## src/rtl/core/dcim_pkg.sv

```systemverilog
// ----------------------------------------------------------------------------
// dcim_pkg: shared types and constants of the detector channel index mapper
// geometry of the detector, field widths, level and error codes, and the
// reciprocal constants used for the mixed-radix unpacking
// ----------------------------------------------------------------------------
package dcim_pkg;

  // field widths
  localparam int GLB_W = 14;
  localparam int SEC_W = 2;
  localparam int LAY_W = 4;
  localparam int SCT_W = 3;
  localparam int PLN_W = 2;
  localparam int ELM_W = 7;
  localparam int ERR_W = 3;
  localparam int LVL_W = 3;

  // detector geometry
  localparam int LAYERS_BACKWARD    = 12;
  localparam int LAYERS_FORWARD     = 14;
  localparam int SECTORS_PER_LAYER  = 4;
  localparam int PLANES_PER_SECTOR  = 2;
  localparam int SEGMENTS_PER_PLANE = 5;
  localparam int STRIPS_PER_PLANE   = 75;

  localparam int TOTAL_LAYERS = LAYERS_BACKWARD + LAYERS_FORWARD;
  localparam int ELEM_MAX = (SEGMENTS_PER_PLANE > STRIPS_PER_PLANE) ?
                            SEGMENTS_PER_PLANE : STRIPS_PER_PLANE;
  localparam int PLANES_SECTORS = PLANES_PER_SECTOR * SECTORS_PER_LAYER;

  // largest global number per level
  localparam int MAX_LAYER_LVL  = TOTAL_LAYERS;
  localparam int MAX_SECTOR_LVL = MAX_LAYER_LVL * SECTORS_PER_LAYER;
  localparam int MAX_PLANE_LVL  = MAX_SECTOR_LVL * PLANES_PER_SECTOR;
  localparam int MAX_SEG_LVL    = MAX_PLANE_LVL * SEGMENTS_PER_PLANE;
  localparam int MAX_STRIP_LVL  = MAX_PLANE_LVL * STRIPS_PER_PLANE;
  localparam int MAX_ENC        = MAX_PLANE_LVL * ELEM_MAX;

  // internal value width: holds the unmasked encoded number and the decode input
  localparam int ENC_W = $clog2(MAX_ENC + 1);
  localparam int VAL_W = (ENC_W > GLB_W) ? ENC_W : GLB_W;

  // remainder below sector level, plane and sector packed together
  localparam int RW = $clog2(PLANES_SECTORS + 1);

  // exact division by multiply: q = (x * ceil(2^sh / d)) >> sh for x < 2^GLB_W
  localparam int SH1      = GLB_W + ELM_W;
  localparam int M1_W     = SH1 + 1;
  localparam int M1_SEG   = ((2 ** SH1) + SEGMENTS_PER_PLANE - 1) / SEGMENTS_PER_PLANE;
  localparam int M1_STRIP = ((2 ** SH1) + STRIPS_PER_PLANE - 1) / STRIPS_PER_PLANE;

  localparam int SH2    = GLB_W + RW;
  localparam int M2_W   = SH2 + 1;
  localparam int M2_PS  = ((2 ** SH2) + PLANES_SECTORS - 1) / PLANES_SECTORS;
  localparam int M2_S   = ((2 ** SH2) + SECTORS_PER_LAYER - 1) / SECTORS_PER_LAYER;
  localparam int M2_ONE = 2 ** SH2;

  localparam logic [SEC_W-1:0] SEC_BACKWARD = 2'd1;
  localparam logic [SEC_W-1:0] SEC_FORWARD  = 2'd2;

  typedef enum logic [LVL_W-1:0] {
    LVL_LAYER   = 3'd0,
    LVL_SECTOR  = 3'd1,
    LVL_PLANE   = 3'd2,
    LVL_SEGMENT = 3'd3,
    LVL_STRIP   = 3'd4
  } level_t;

  typedef enum logic [ERR_W-1:0] {
    ERR_OK      = 3'd0,
    ERR_SECTION = 3'd1,
    ERR_LAYER   = 3'd2,
    ERR_SECTOR  = 3'd3,
    ERR_PLANE   = 3'd4,
    ERR_ELEMENT = 3'd5,
    ERR_GLOBAL  = 3'd6
  } err_t;

endpackage

```

## src/rtl/core/detector_channel_index_mapper_core.sv

```systemverilog
// ----------------------------------------------------------------------------
// detector_channel_index_mapper_core: channel address flatten / unflatten
// converts a section/layer/sector/plane/element address into a 1-based global
// number at a chosen level, or a global number back into that address
// ----------------------------------------------------------------------------
// usage
//   requests enter on in_valid/in_ready with req_type (0 encode, 1 decode),
//   level and the address or global fields; one result per request leaves
//   on out_valid/out_ready with the fields and error_code.
//   the datapath is five register stages: range checks and the first
//   offset, then one constant multiply per stage (sector, plane, element
//   scaling on encode; reciprocal divides and remainders on decode), and the
//   output register. throughput is one request per cycle while out_ready
//   is high, set by the stage pipeline; no loop feeds back between
//   requests.
//   each stage has its own valid bit and loads whenever it is empty or its
//   successor moves, so bubbles close up and in_ready stays high while any
//   stage is free. when the receiver holds out_ready low the output register
//   keeps its result and the stages behind it fill up before in_ready drops.
//   reset empties all stages; no request is lost or repeated across a stall.
// ----------------------------------------------------------------------------
module detector_channel_index_mapper_core (
  input  logic                      clk,
  input  logic                      rst,
  input  logic                      in_valid,
  output logic                      in_ready,
  input  logic                      req_type,
  input  logic [dcim_pkg::LVL_W-1:0] level,
  input  logic [dcim_pkg::SEC_W-1:0] in_section,
  input  logic [dcim_pkg::LAY_W-1:0] in_layer,
  input  logic [dcim_pkg::SCT_W-1:0] in_sector,
  input  logic [dcim_pkg::PLN_W-1:0] in_plane,
  input  logic [dcim_pkg::ELM_W-1:0] in_element,
  input  logic [dcim_pkg::GLB_W-1:0] in_global,
  output logic                      out_valid,
  input  logic                      out_ready,
  output logic [dcim_pkg::GLB_W-1:0] out_global,
  output logic [dcim_pkg::SEC_W-1:0] out_section,
  output logic [dcim_pkg::LAY_W-1:0] out_layer,
  output logic [dcim_pkg::SCT_W-1:0] out_sector,
  output logic [dcim_pkg::PLN_W-1:0] out_plane,
  output logic [dcim_pkg::ELM_W-1:0] out_element,
  output logic [dcim_pkg::ERR_W-1:0] error_code
);
  import dcim_pkg::*;

  // stage valid bits and load enables
  logic v1, v2, v3, v4, v5;
  logic en1, en2, en3, en4, en5;

  assign en5       = !v5 || out_ready;
  assign en4       = !v4 || en5;
  assign en3       = !v3 || en4;
  assign en2       = !v2 || en3;
  assign en1       = !v1 || en2;
  assign in_ready  = en1;
  assign out_valid = v5;

  always_ff @(posedge clk) begin
    if (rst) begin
      v1 <= 1'b0;
      v2 <= 1'b0;
      v3 <= 1'b0;
      v4 <= 1'b0;
      v5 <= 1'b0;
    end else begin
      if (en1) v1 <= in_valid;
      if (en2) v2 <= v1;
      if (en3) v3 <= v2;
      if (en4) v4 <= v3;
      if (en5) v5 <= v4;
    end
  end

  // ---------------- stage 1: checks and starting value ----------------
  level_t            lvl_c;
  err_t              err_c;
  logic [ELM_W-1:0]  elm_lim;
  logic [LAY_W-1:0]  lay_lim;
  logic [VAL_W-1:0]  dec_max;
  logic [VAL_W-1:0]  val_c;

  always_comb begin
    lvl_c   = (level > LVL_STRIP) ? LVL_STRIP : level_t'(level);
    elm_lim = (lvl_c == LVL_SEGMENT) ? ELM_W'(SEGMENTS_PER_PLANE) : ELM_W'(STRIPS_PER_PLANE);
    lay_lim = (in_section == SEC_BACKWARD) ? LAY_W'(LAYERS_BACKWARD) : LAY_W'(LAYERS_FORWARD);
    unique case (lvl_c)
      LVL_LAYER:   dec_max = VAL_W'(MAX_LAYER_LVL);
      LVL_SECTOR:  dec_max = VAL_W'(MAX_SECTOR_LVL);
      LVL_PLANE:   dec_max = VAL_W'(MAX_PLANE_LVL);
      LVL_SEGMENT: dec_max = VAL_W'(MAX_SEG_LVL);
      default:     dec_max = VAL_W'(MAX_STRIP_LVL);
    endcase
    err_c = ERR_OK;
    if (req_type) begin
      if (in_global == '0 || VAL_W'(in_global) > dec_max) err_c = ERR_GLOBAL;
      val_c = VAL_W'(in_global) - VAL_W'(1);
    end else begin
      // innermost field is checked first
      priority if (lvl_c >= LVL_SEGMENT && (in_element == '0 || in_element > elm_lim))
        err_c = ERR_ELEMENT;
      else if (lvl_c >= LVL_PLANE &&
               (in_plane == '0 || in_plane > PLN_W'(PLANES_PER_SECTOR)))
        err_c = ERR_PLANE;
      else if (lvl_c >= LVL_SECTOR &&
               (in_sector == '0 || in_sector > SCT_W'(SECTORS_PER_LAYER)))
        err_c = ERR_SECTOR;
      else if (in_section != SEC_BACKWARD && in_section != SEC_FORWARD)
        err_c = ERR_SECTION;
      else if (in_layer == '0 || in_layer > lay_lim)
        err_c = ERR_LAYER;
      else
        err_c = ERR_OK;
      // zero-based global layer
      val_c = VAL_W'(in_layer) - VAL_W'(1) +
              ((in_section == SEC_BACKWARD) ? '0 : VAL_W'(LAYERS_BACKWARD));
    end
  end

  logic              s1_req;
  level_t            s1_lvl;
  err_t              s1_err;
  logic [VAL_W-1:0]  s1_val;
  logic [SCT_W-1:0]  s1_sct;
  logic [PLN_W-1:0]  s1_pln;
  logic [ELM_W-1:0]  s1_elm;

  always_ff @(posedge clk) begin
    if (en1 && in_valid) begin
      s1_req <= req_type;
      s1_lvl <= lvl_c;
      s1_err <= err_c;
      s1_val <= val_c;
      s1_sct <= in_sector - SCT_W'(1);
      s1_pln <= in_plane - PLN_W'(1);
      s1_elm <= in_element - ELM_W'(1);
    end
  end

  // ---------------- stage 2: sector scale / element quotient ----------------
  logic [VAL_W-1:0]      enc_a;
  logic [M1_W-1:0]       m1_sel;
  logic [GLB_W+M1_W-1:0] prod1;
  logic [GLB_W-1:0]      qe;

  always_comb begin
    enc_a = (s1_lvl >= LVL_SECTOR) ?
            VAL_W'(s1_val * SECTORS_PER_LAYER) + VAL_W'(s1_sct) : s1_val;
    m1_sel = (s1_lvl == LVL_SEGMENT) ? M1_W'(M1_SEG) : M1_W'(M1_STRIP);
    prod1  = (GLB_W+M1_W)'(s1_val[GLB_W-1:0]) * (GLB_W+M1_W)'(m1_sel);
    qe     = (s1_lvl >= LVL_SEGMENT) ? prod1[SH1 +: GLB_W] : s1_val[GLB_W-1:0];
  end

  logic              s2_req;
  level_t            s2_lvl;
  err_t              s2_err;
  logic [VAL_W-1:0]  s2_val;
  logic [GLB_W-1:0]  s2_q;
  logic [PLN_W-1:0]  s2_pln;
  logic [ELM_W-1:0]  s2_elm;

  always_ff @(posedge clk) begin
    if (en2 && v1) begin
      s2_req <= s1_req;
      s2_lvl <= s1_lvl;
      s2_err <= s1_err;
      s2_val <= s1_req ? s1_val : enc_a;
      s2_q   <= qe;
      s2_pln <= s1_pln;
      s2_elm <= s1_elm;
    end
  end

  // ---------------- stage 3: plane scale / element digit, layer quotient ----------------
  logic [VAL_W-1:0]      enc_b;
  logic [VAL_W-1:0]      elm_prod;
  logic [VAL_W-1:0]      elm_rem;
  logic [M2_W-1:0]       m2_sel;
  logic [GLB_W+M2_W-1:0] prod2;

  always_comb begin
    enc_b = (s2_lvl >= LVL_PLANE) ?
            VAL_W'(s2_val * PLANES_PER_SECTOR) + VAL_W'(s2_pln) : s2_val;
    elm_prod = (s2_lvl == LVL_SEGMENT) ? VAL_W'(s2_q * SEGMENTS_PER_PLANE) :
                                         VAL_W'(s2_q * STRIPS_PER_PLANE);
    elm_rem  = s2_val - elm_prod;
    priority if (s2_lvl >= LVL_PLANE) m2_sel = M2_W'(M2_PS);
    else if (s2_lvl == LVL_SECTOR)    m2_sel = M2_W'(M2_S);
    else                              m2_sel = M2_W'(M2_ONE);
    prod2 = (GLB_W+M2_W)'(s2_q) * (GLB_W+M2_W)'(m2_sel);
  end

  logic              s3_req;
  level_t            s3_lvl;
  err_t              s3_err;
  logic [VAL_W-1:0]  s3_val;
  logic [GLB_W-1:0]  s3_q;
  logic [ELM_W-1:0]  s3_elm;

  always_ff @(posedge clk) begin
    if (en3 && v2) begin
      s3_req <= s2_req;
      s3_lvl <= s2_lvl;
      s3_err <= s2_err;
      s3_val <= s2_req ? VAL_W'(s2_q) : enc_b;
      s3_q   <= prod2[SH2 +: GLB_W];
      s3_elm <= s2_req ? elm_rem[ELM_W-1:0] : s2_elm;
    end
  end

  // ---------------- stage 4: element scale / plane-sector remainder, section ----------------
  logic [VAL_W-1:0]  enc_c;
  logic [VAL_W-1:0]  ps_prod;
  logic [VAL_W-1:0]  ps_rem;
  logic [GLB_W-1:0]  lay_g;
  logic [SEC_W-1:0]  sec_d;
  logic [LAY_W-1:0]  lay_d;

  always_comb begin
    unique case (s3_lvl)
      LVL_SEGMENT: enc_c = VAL_W'(s3_val * SEGMENTS_PER_PLANE) + VAL_W'(s3_elm);
      LVL_STRIP:   enc_c = VAL_W'(s3_val * STRIPS_PER_PLANE) + VAL_W'(s3_elm);
      default:     enc_c = s3_val;
    endcase
    priority if (s3_lvl >= LVL_PLANE) ps_prod = VAL_W'(s3_q * PLANES_SECTORS);
    else if (s3_lvl == LVL_SECTOR)    ps_prod = VAL_W'(s3_q * SECTORS_PER_LAYER);
    else                              ps_prod = VAL_W'(s3_q);
    ps_rem = s3_val - ps_prod;
    lay_g  = s3_q + GLB_W'(1);
    if (lay_g <= GLB_W'(LAYERS_BACKWARD)) begin
      sec_d = SEC_BACKWARD;
      lay_d = lay_g[LAY_W-1:0];
    end else begin
      sec_d = SEC_FORWARD;
      lay_d = LAY_W'(lay_g - GLB_W'(LAYERS_BACKWARD));
    end
  end

  logic              s4_req;
  level_t            s4_lvl;
  err_t              s4_err;
  logic [VAL_W-1:0]  s4_val;
  logic [RW-1:0]     s4_rem;
  logic [SEC_W-1:0]  s4_sec;
  logic [LAY_W-1:0]  s4_lay;
  logic [ELM_W-1:0]  s4_elm;

  always_ff @(posedge clk) begin
    if (en4 && v3) begin
      s4_req <= s3_req;
      s4_lvl <= s3_lvl;
      s4_err <= s3_err;
      s4_val <= enc_c + VAL_W'(1);
      s4_rem <= ps_rem[RW-1:0];
      s4_sec <= sec_d;
      s4_lay <= lay_d;
      s4_elm <= s3_elm;
    end
  end

  // ---------------- stage 5: split plane and sector, output register ----------------
  logic [SCT_W-1:0]  sct_i;
  logic [RW-1:0]     pln_i;
  logic              enc_ok;
  logic              dec_ok;

  always_comb begin
    sct_i = '0;
    pln_i = s4_rem;
    if (s4_lvl >= LVL_PLANE) begin
      // remainder is sector * planes + plane, split by compare with constants
      for (int k = 1; k < SECTORS_PER_LAYER; k++) begin
        if (s4_rem >= RW'(k * PLANES_PER_SECTOR)) begin
          sct_i = SCT_W'(k);
          pln_i = s4_rem - RW'(k * PLANES_PER_SECTOR);
        end
      end
    end else begin
      sct_i = SCT_W'(s4_rem);
    end
    enc_ok = !s4_req && s4_err == ERR_OK;
    dec_ok = s4_req && s4_err == ERR_OK;
  end

  always_ff @(posedge clk) begin
    if (en5 && v4) begin
      out_global  <= enc_ok ? s4_val[GLB_W-1:0] : '0;
      out_section <= dec_ok ? s4_sec : '0;
      out_layer   <= dec_ok ? s4_lay : '0;
      out_sector  <= (dec_ok && s4_lvl >= LVL_SECTOR) ? sct_i + SCT_W'(1) : '0;
      out_plane   <= (dec_ok && s4_lvl >= LVL_PLANE) ?
                     PLN_W'(pln_i) + PLN_W'(1) : '0;
      out_element <= (dec_ok && s4_lvl >= LVL_SEGMENT) ? s4_elm + ELM_W'(1) : '0;
      error_code  <= s4_err;
    end
  end

  // ---------------- assertions ----------------
  a_err_zero: assert property (@(posedge clk) disable iff (rst)
    out_valid && error_code != ERR_OK |->
      out_global == '0 && out_section == '0 && out_layer == '0 &&
      out_sector == '0 && out_plane == '0 && out_element == '0)
    else $error("error result carries nonzero fields");

  a_dec_section: assert property (@(posedge clk) disable iff (rst)
    out_valid && error_code == ERR_OK && out_global == '0 |->
      (out_section == SEC_BACKWARD || out_section == SEC_FORWARD) && out_layer != '0)
    else $error("decoded result without a valid section and layer");

  a_take_fills: assert property (@(posedge clk) disable iff (rst)
    in_valid && in_ready |=> v1)
    else $error("accepted request did not reach the first stage");

  a_stage_hold: assert property (@(posedge clk) disable iff (rst)
    v4 && !en5 |=> v4 && $stable(s4_val) && $stable(s4_err))
    else $error("stalled stage lost or changed its request");

endmodule
```

## config.mk

```make
export PLATFORM = sky130hd
export DESIGN_NAME = detector_channel_index_mapper_core
export DESIGN_NICKNAME = d
export VERILOG_FILES = /design/src/rtl/core/dcim_pkg.sv /design/src/rtl/core/detector_channel_index_mapper_core.sv
export SDC_FILE = /design/constraint.sdc
export NUM_CORES = 1
export LEC_CHECK = 0
export BUFFER_PORTS_ARGS = -buffer_cell sky130_fd_sc_hd__buf_2
export CORE_ASPECT_RATIO = 1.2
export CORE_MARGIN = 2
export CORE_UTILIZATION = 55
export CTS_BUF_LIST = sky130_fd_sc_hd__clkbuf_4
export DETAILED_ROUTE_END_ITERATION = 8
export PLACE_DENSITY_LB_ADDON = 0.3
export SLEW_MARGIN = 20
export SYNTH_ARGS = -nofsm -noshare
export SYNTH_HDL_FRONTEND = slang
export SYNTH_SLANG_ARGS = --single-unit
```

## constraint.sdc

```tcl
create_clock -name clk -period 19.1 [get_ports clk]
set_input_delay 2.865 -clock clk [delete_from_list [all_inputs] [get_ports clk]]
set_output_delay 2.865 -clock clk [all_outputs]
set_load 0.02 [all_outputs]
```

Yosys cells after proc, flatten, opt, wreduce, memory -nomap -nowiden
Index checks and enable logic that the tools add are counted.
- add/subtract/negate cells: 21
- multiply operators: 6
- divide/modulo/power cells: 0
- $lt $le $gt $ge: 20
- equality and inequality tests: 12
- shift operators: 0
- muxes and demuxes: 36
- bitwise gates (word level): 0
- reduce and logical (&&, ||, !) cells: 37
- operators by type and width (kind ; number):
    2-to-1 mux 14 bit ; 6
    2-to-1 mux 19 bit ; 3
    one-hot mux 14 bit (4 select lines) ; 1
    multiplier 14 x 19 -> 33 bit ; 1
    multiplier 14 x 19 -> 32 bit ; 1
    adder 14 x 1 -> 14 bit (second input constant) ; 2
    adder 14 x 7 -> 14 bit ; 2
    one-hot mux 14 bit (2 select lines) ; 1
    2-to-1 mux 3 bit ; 8
    greater-or-equal comparator 3 x 2 -> 1 bit (second input constant) ; 7
    2-to-1 mux 7 bit ; 3
    2-to-1 mux 2 bit ; 9
    2-to-1 mux 4 bit ; 4
    == test 3 x 2 -> 1 bit (second input constant) ; 5
    adder 14 x 2 -> 14 bit ; 1
    adder 14 x 3 -> 14 bit ; 1
    > comparator 14 bit ; 1
    <= comparator 14 x 4 -> 1 bit (second input constant) ; 1
    logical AND 1 bit ; 14
    zero test 14 bit ; 1
    multiplier 14 x 3 -> 14 bit (second input constant) ; 1
    multiplier 14 x 3 -> 7 bit (second input constant) ; 1
    multiplier 14 x 7 -> 14 bit (second input constant) ; 1
    multiplier 14 x 7 -> 7 bit (second input constant) ; 1
    32 further kinds ; 56
- bits in registers: 197
- latch bits: 0
- memory bits (writable): 0
- ROM bits: 0
- output and inout port bits: 37
- word-level logic and storage cells: 172
- memories kept: 0

Logic depth before layout (Yosys ltp)
- depth after elaboration: 10
- mapped depth: 28
- depth with buffers taken out: 26

Least setup slack after synthesis
No wires, ideal clock.
- path kind: input to register
- start point: input out_ready
- end point: register s3_elm[0], enable pin
- library setup time: 0.506 ns
- arrival: 6.312 ns
- data required time: 18.594 ns
- path slack: 12.282 ns
- stages on the path: 4
- cell sequence: nor2b_1 > and2_1 > clkbuf_1 > a21boi_0
- word-level cells in the longest chain between the ends: 4
- RTL lines (what ; RTL line ; source):
    start: declaration ; detector_channel_index_mapper_core.sv:36 ; input logic out_ready,
    logical OR 1 bit ; detector_channel_index_mapper_core.sv:51 ; assign en5 = !v5 || out_ready;
    logical OR 1 bit ; detector_channel_index_mapper_core.sv:52 ; assign en4 = !v4 || en5;
    logical OR 1 bit ; detector_channel_index_mapper_core.sv:53 ; assign en3 = !v3 || en4;
    logical AND 1 bit ; detector_channel_index_mapper_core.sv:201 ; if (en3 && v2) begin
    end signal: assignment ; detector_channel_index_mapper_core.sv:207 ; s3_elm <= s2_req ? elm_rem[ELM_W-1:0] : s2_elm;
    end: declaration ; detector_channel_index_mapper_core.sv:198 ; logic [ELM_W-1:0] s3_elm;
No other way between the ends.
A chain may end at the register's enable or synchronous reset.

Worst setup path after layout
- start point: register s1_lvl[1]
- end point: register s2_q[11], data pin
- word-level cells in the longest chain between the ends: 4
- elaborated cells between the ends (all ways): 5
- RTL lines (what ; RTL line ; source):
    start: declaration ; detector_channel_index_mapper_core.sv:121 ; level_t s1_lvl;
    start signal: assignment ; detector_channel_index_mapper_core.sv:131 ; s1_lvl <= lvl_c;
    == test 3 x 2 -> 1 bit ; detector_channel_index_mapper_core.sv:149 ; m1_sel = (s1_lvl == LVL_SEGMENT) ? M1_W'(M1_SEG) : M1_W'(M1_STRIP);
    2-to-1 mux 19 bit ; detector_channel_index_mapper_core.sv:149 ;
    multiplier 14 x 19 -> 33 bit ; detector_channel_index_mapper_core.sv:150 ; prod1 = (GLB_W+M1_W)'(s1_val[GLB_W-1:0]) * (GLB_W+M1_W)'(m1_sel);
    2-to-1 mux 14 bit (*) ; detector_channel_index_mapper_core.sv:151 ; qe = (s1_lvl >= LVL_SEGMENT) ? prod1[SH1 +: GLB_W] : s1_val[GLB_W-1:0];
    net qe[11] ; detector_channel_index_mapper_core.sv:144 ; logic [GLB_W-1:0] qe;
    end signal: assignment ; detector_channel_index_mapper_core.sv:168 ; s2_q <= qe;
    end: declaration ; detector_channel_index_mapper_core.sv:158 ; logic [GLB_W-1:0] s2_q;
Mark *: on every way through the listed nets, which the timed path passes. The rest lies on a longest branch.

==> results_dict.tcl <==
set metrics [dict create \
    cp_data_arrival_time_ns 7.81 \
    worstRegToRegCells 24 \
    power_density_nw_per_um2 148.5 \
    finClkSkew_ns 0.03543 \
    cts.path.max_buffers 2 \
    largest_family_of_logic_cells_by_synthesized_area "adder cells" \
    ant_nets 0 \
    die_width_microns 178.6 \
    min_path_cells 0 \
    effective_utilization_at_floorplan_pct 55.86 \
    antenna_violations_before_repair 1 \
    place_worst_setup_slack_ns 11.72 \
    grt_usage_pct 22.79 \
    final_routed_wirelength_across_all_metal_layers_microns 40450 \
    slew_headroom_pct 29.12 \
    ys_seq_elements 197 \
    utilization_pct 59.40 \
    status "finished, final reports clean" \
    peakVddDrop_mv 0.3901 \
    syn-cell-area_sq_um 20130 \
    synth.yosys.seq_area_share_pct 29.14 \
    crit_type "register to register" \
    drt-vias-per-instance 5.332 \
    post_cts_buffers 0 \
    total_power_mw 3.180 \
    clkTransAtPathRegs_ns 0.20 \
    grt_remaining_overflow 0 \
    clock-root-buffer "sky130_fd_sc_hd__clkbuf_4" \
    syn_avg_cell_area_sq_um 10.22 \
    ys_async_sr_fraction_pct 0 \
    worst-slew-pin-transition_ns 1.061 \
    hpwlAfterDp_microns 34540 \
    cts_htree_levels 4 \
    routabilityCongestion 0.9608 \
    slew_viol_final 0 \
    yosys-mux-area-fraction_pct 0.9883 \
    cts_tree "built" \
    die_h_microns 213.6 \
    timing.final.crit_period_ns 7.439 \
    final_critical_path_share_of_the_clock_period_pct 38.95 \
    p_leak_nw 10.51 \
    max_clock_freq_ghz 0.1344 \
    synthXorXnorAreaFrac_pct 6.352 \
    grt_start_max_net_pins 51 \
    clkSinkCount 197 \
    cts_hold_buffers 0 \
    synth_enable_flop_cells 192 \
    worst_hold_path_type "register to register" \
    synth_cell_types 68 \
    startpoint_type "register" \
    initialDrtViolationCount 728 \
    post_synth_and_or_nand_nor_area_fraction_pct 10.88 \
    final_layout_size_suffix_gt1_share_pct 7.334 \
    portBuffers 76 \
    via_count_of_the_first_global_routing_pass 13791 \
    synth-compound-area-share_pct 7.608 \
    drc 0 \
    final.setup.worst_slack_ns 11.66 \
    rsz0062_at_grt "false" \
    cp.required_ns 19.47 \
    max-cap-violations 0 \
    synthCells 1970 \
    vias 13479 \
    synthAdderAreaFrac_pct 37.37 \
    yosysWarnings 0 \
    fin_setup_tns_ns 0 \
    number_of_rows_created_at_floorplan 76 \
    clk-insertion-delay-late_ns 0.63 \
    area.growth.synth_to_final_pct 6.352 \
    design.die.area_sq_um 38150 \
    finalNetCount 2587 \
    synth_top_flop_cell "sky130_fd_sc_hd__edfxtp_1" \
    dr.pass1.iters 6 \
    final-setup-viol-count 0 \
    final_hold_viol_count 0 \
    worstPathMaxFanout 11 \
    worstSetupEndpointType "register" \
    cts-resized-gates 0 \
    tritoncts.num_buffers 17 \
    floorplan.core_area_sq_um 36040 \
    floorplan.io_pins 77 \
    post_drt_wl_per_cell_microns 16.00 \
    wire_length_of_the_first_global_routing_pass_microns 67940 \
]
-- metrics by stage --
step / cell area, sq um / hold WS [ns] / instances
floorplan: 20160 / 0.4003 / 1977
global route: 21410 / 0.4464 / 2528
finish: 21410 / 0.4384 / 2528
global placement: 21090 / 0.4057 / 2494
detailed placement: 21090 / 0.4045 / 2494
CTS: 21390 / 0.4407 / 2526
-- state kept, by name, summed over array words and instances (netlist names), 14 cells and up --
signal,flops
s2_val,14
s3_val,14
s4_val,14
out_global,14
s1_val,14
s3_q,14
s2_q,14
-- routing by layer --
layer	vias to the layer above	wire [microns]	GRT usage, %
li1	6698	-	-
met1	6459	16320	26.85
met2	254	21690	42.44
met3	68	1178	2.872
met4	0	1267	8.018
met5	-	0	0
-- cell usage in the layout (no fill, tap or decap), types with 24 or more instances in the layout --
| master | netlist | layout |
|---|---|---|
| sky130_fd_sc_hd__and3_1 | 28 | 28 |
| sky130_fd_sc_hd__o21ai_0 | 62 | 62 |
| sky130_fd_sc_hd__xor2_1 | 55 | 55 |
| sky130_fd_sc_hd__xnor2_1 | 91 | 91 |
| sky130_fd_sc_hd__nor2_1 | 107 | 106 |
| sky130_fd_sc_hd__a21oi_1 | 77 | 77 |
| sky130_fd_sc_hd__nor3_1 | 24 | 24 |
| sky130_fd_sc_hd__fa_1 | 167 | 167 |
| sky130_fd_sc_hd__inv_1 | 370 | 370 |
| sky130_fd_sc_hd__edfxtp_1 | 192 | 192 |
| sky130_fd_sc_hd__buf_2 | 3 | 76 |
| sky130_fd_sc_hd__and2_1 | 43 | 43 |
| sky130_fd_sc_hd__nand2_1 | 150 | 150 |
| sky130_fd_sc_hd__ha_1 | 334 | 334 |
-- power breakdown --
part / switching (mW) / internal (mW)
Sequential: 0.0579 / 0.550
Clock: 0.166 / 0.0622
Combinational: 1.30 / 1.04
Total: 1.53 / 1.65
-- cell type report --
cell class | instances | area, sq um
diodes | 1 | 2.502
clock buffers | 17 | 127.6
clock inverters | 15 | 176.4
fillers | 3012 | 14630
inverters | 370 | 1389
multi-input cells | 1374 | 12800
flip-flops and latches | 197 | 5866
well taps | 468 | 585.6
repair buffers | 86 | 462.9
-- final timing paths --
path | start | to | slack [ns]
worst min-delay path | s1_elm[1]$_DFFE_PP_ | s2_elm[1]$_DFFE_PP_ | 0.44
worst min register to register | s1_elm[1]$_DFFE_PP_ | s2_elm[1]$_DFFE_PP_ | 0.44
worst max-delay path | s1_lvl[1]$_DFFE_PP_ | s2_q[11]$_DFFE_PP_ | 11.66
worst max register to register | s1_lvl[1]$_DFFE_PP_ | s2_q[11]$_DFFE_PP_ | 11.66
-- kinds of logic after synthesis --
kind of cell	after synthesis
flip-flops	197
AO/OA/AOI/OAI	246
multiplexers	19
XOR/XNOR	146
AND/OR/NAND/NOR	453
other	2
adder cells (fa/ha/maj)	501
buffers and inverters	406
-- critical path: stages, from the launching register on --
cell and delay (ns):
sky130_fd_sc_hd__edfxtp_1 0.43, sky130_fd_sc_hd__nand2_1 0.08, sky130_fd_sc_hd__nor2_1 0.62, sky130_fd_sc_hd__and2_1 0.37, sky130_fd_sc_hd__nand2b_1 0.14, sky130_fd_sc_hd__ha_1 0.23, sky130_fd_sc_hd__inv_1 0.07, sky130_fd_sc_hd__fa_1 0.43
sky130_fd_sc_hd__fa_1 0.56, sky130_fd_sc_hd__inv_1 0.07, sky130_fd_sc_hd__fa_1 0.50, sky130_fd_sc_hd__fa_1 0.57, sky130_fd_sc_hd__inv_1 0.06, sky130_fd_sc_hd__fa_1 0.53, sky130_fd_sc_hd__inv_1 0.05, sky130_fd_sc_hd__ha_1 0.31
sky130_fd_sc_hd__and4_1 0.20, sky130_fd_sc_hd__a221oi_1 0.46, sky130_fd_sc_hd__o211ai_1 0.31, sky130_fd_sc_hd__o211ai_1 0.27, sky130_fd_sc_hd__nand3b_1 0.19, sky130_fd_sc_hd__a41oi_1 0.35, sky130_fd_sc_hd__o21bai_1 0.12, sky130_fd_sc_hd__xnor2_1 0.14
sky130_fd_sc_hd__o21ai_0 0.09
-- Yosys cell counts, types with 20 or more instances --
master                     number  share of area, %
sky130_fd_sc_hd__inv_1        370               6.9
sky130_fd_sc_hd__ha_1         334                21
sky130_fd_sc_hd__edfxtp_1     192                29
sky130_fd_sc_hd__fa_1         167                17
sky130_fd_sc_hd__nand2_1      150               2.8
sky130_fd_sc_hd__nor2_1       107               2.0
sky130_fd_sc_hd__xnor2_1       91               4.0
sky130_fd_sc_hd__a21oi_1       77               1.9
sky130_fd_sc_hd__o21ai_0       62               1.5
sky130_fd_sc_hd__xor2_1        55               2.4
sky130_fd_sc_hd__and2_1        43               1.3
sky130_fd_sc_hd__clkbuf_1      32              0.60
sky130_fd_sc_hd__and3_1        28              0.87
sky130_fd_sc_hd__nor2b_1       24              0.75
sky130_fd_sc_hd__nor3_1        24              0.60
sky130_fd_sc_hd__a21o_1        20              0.75
sky130_fd_sc_hd__nand3_1       20              0.50
(Power assumes the default switching activity.)
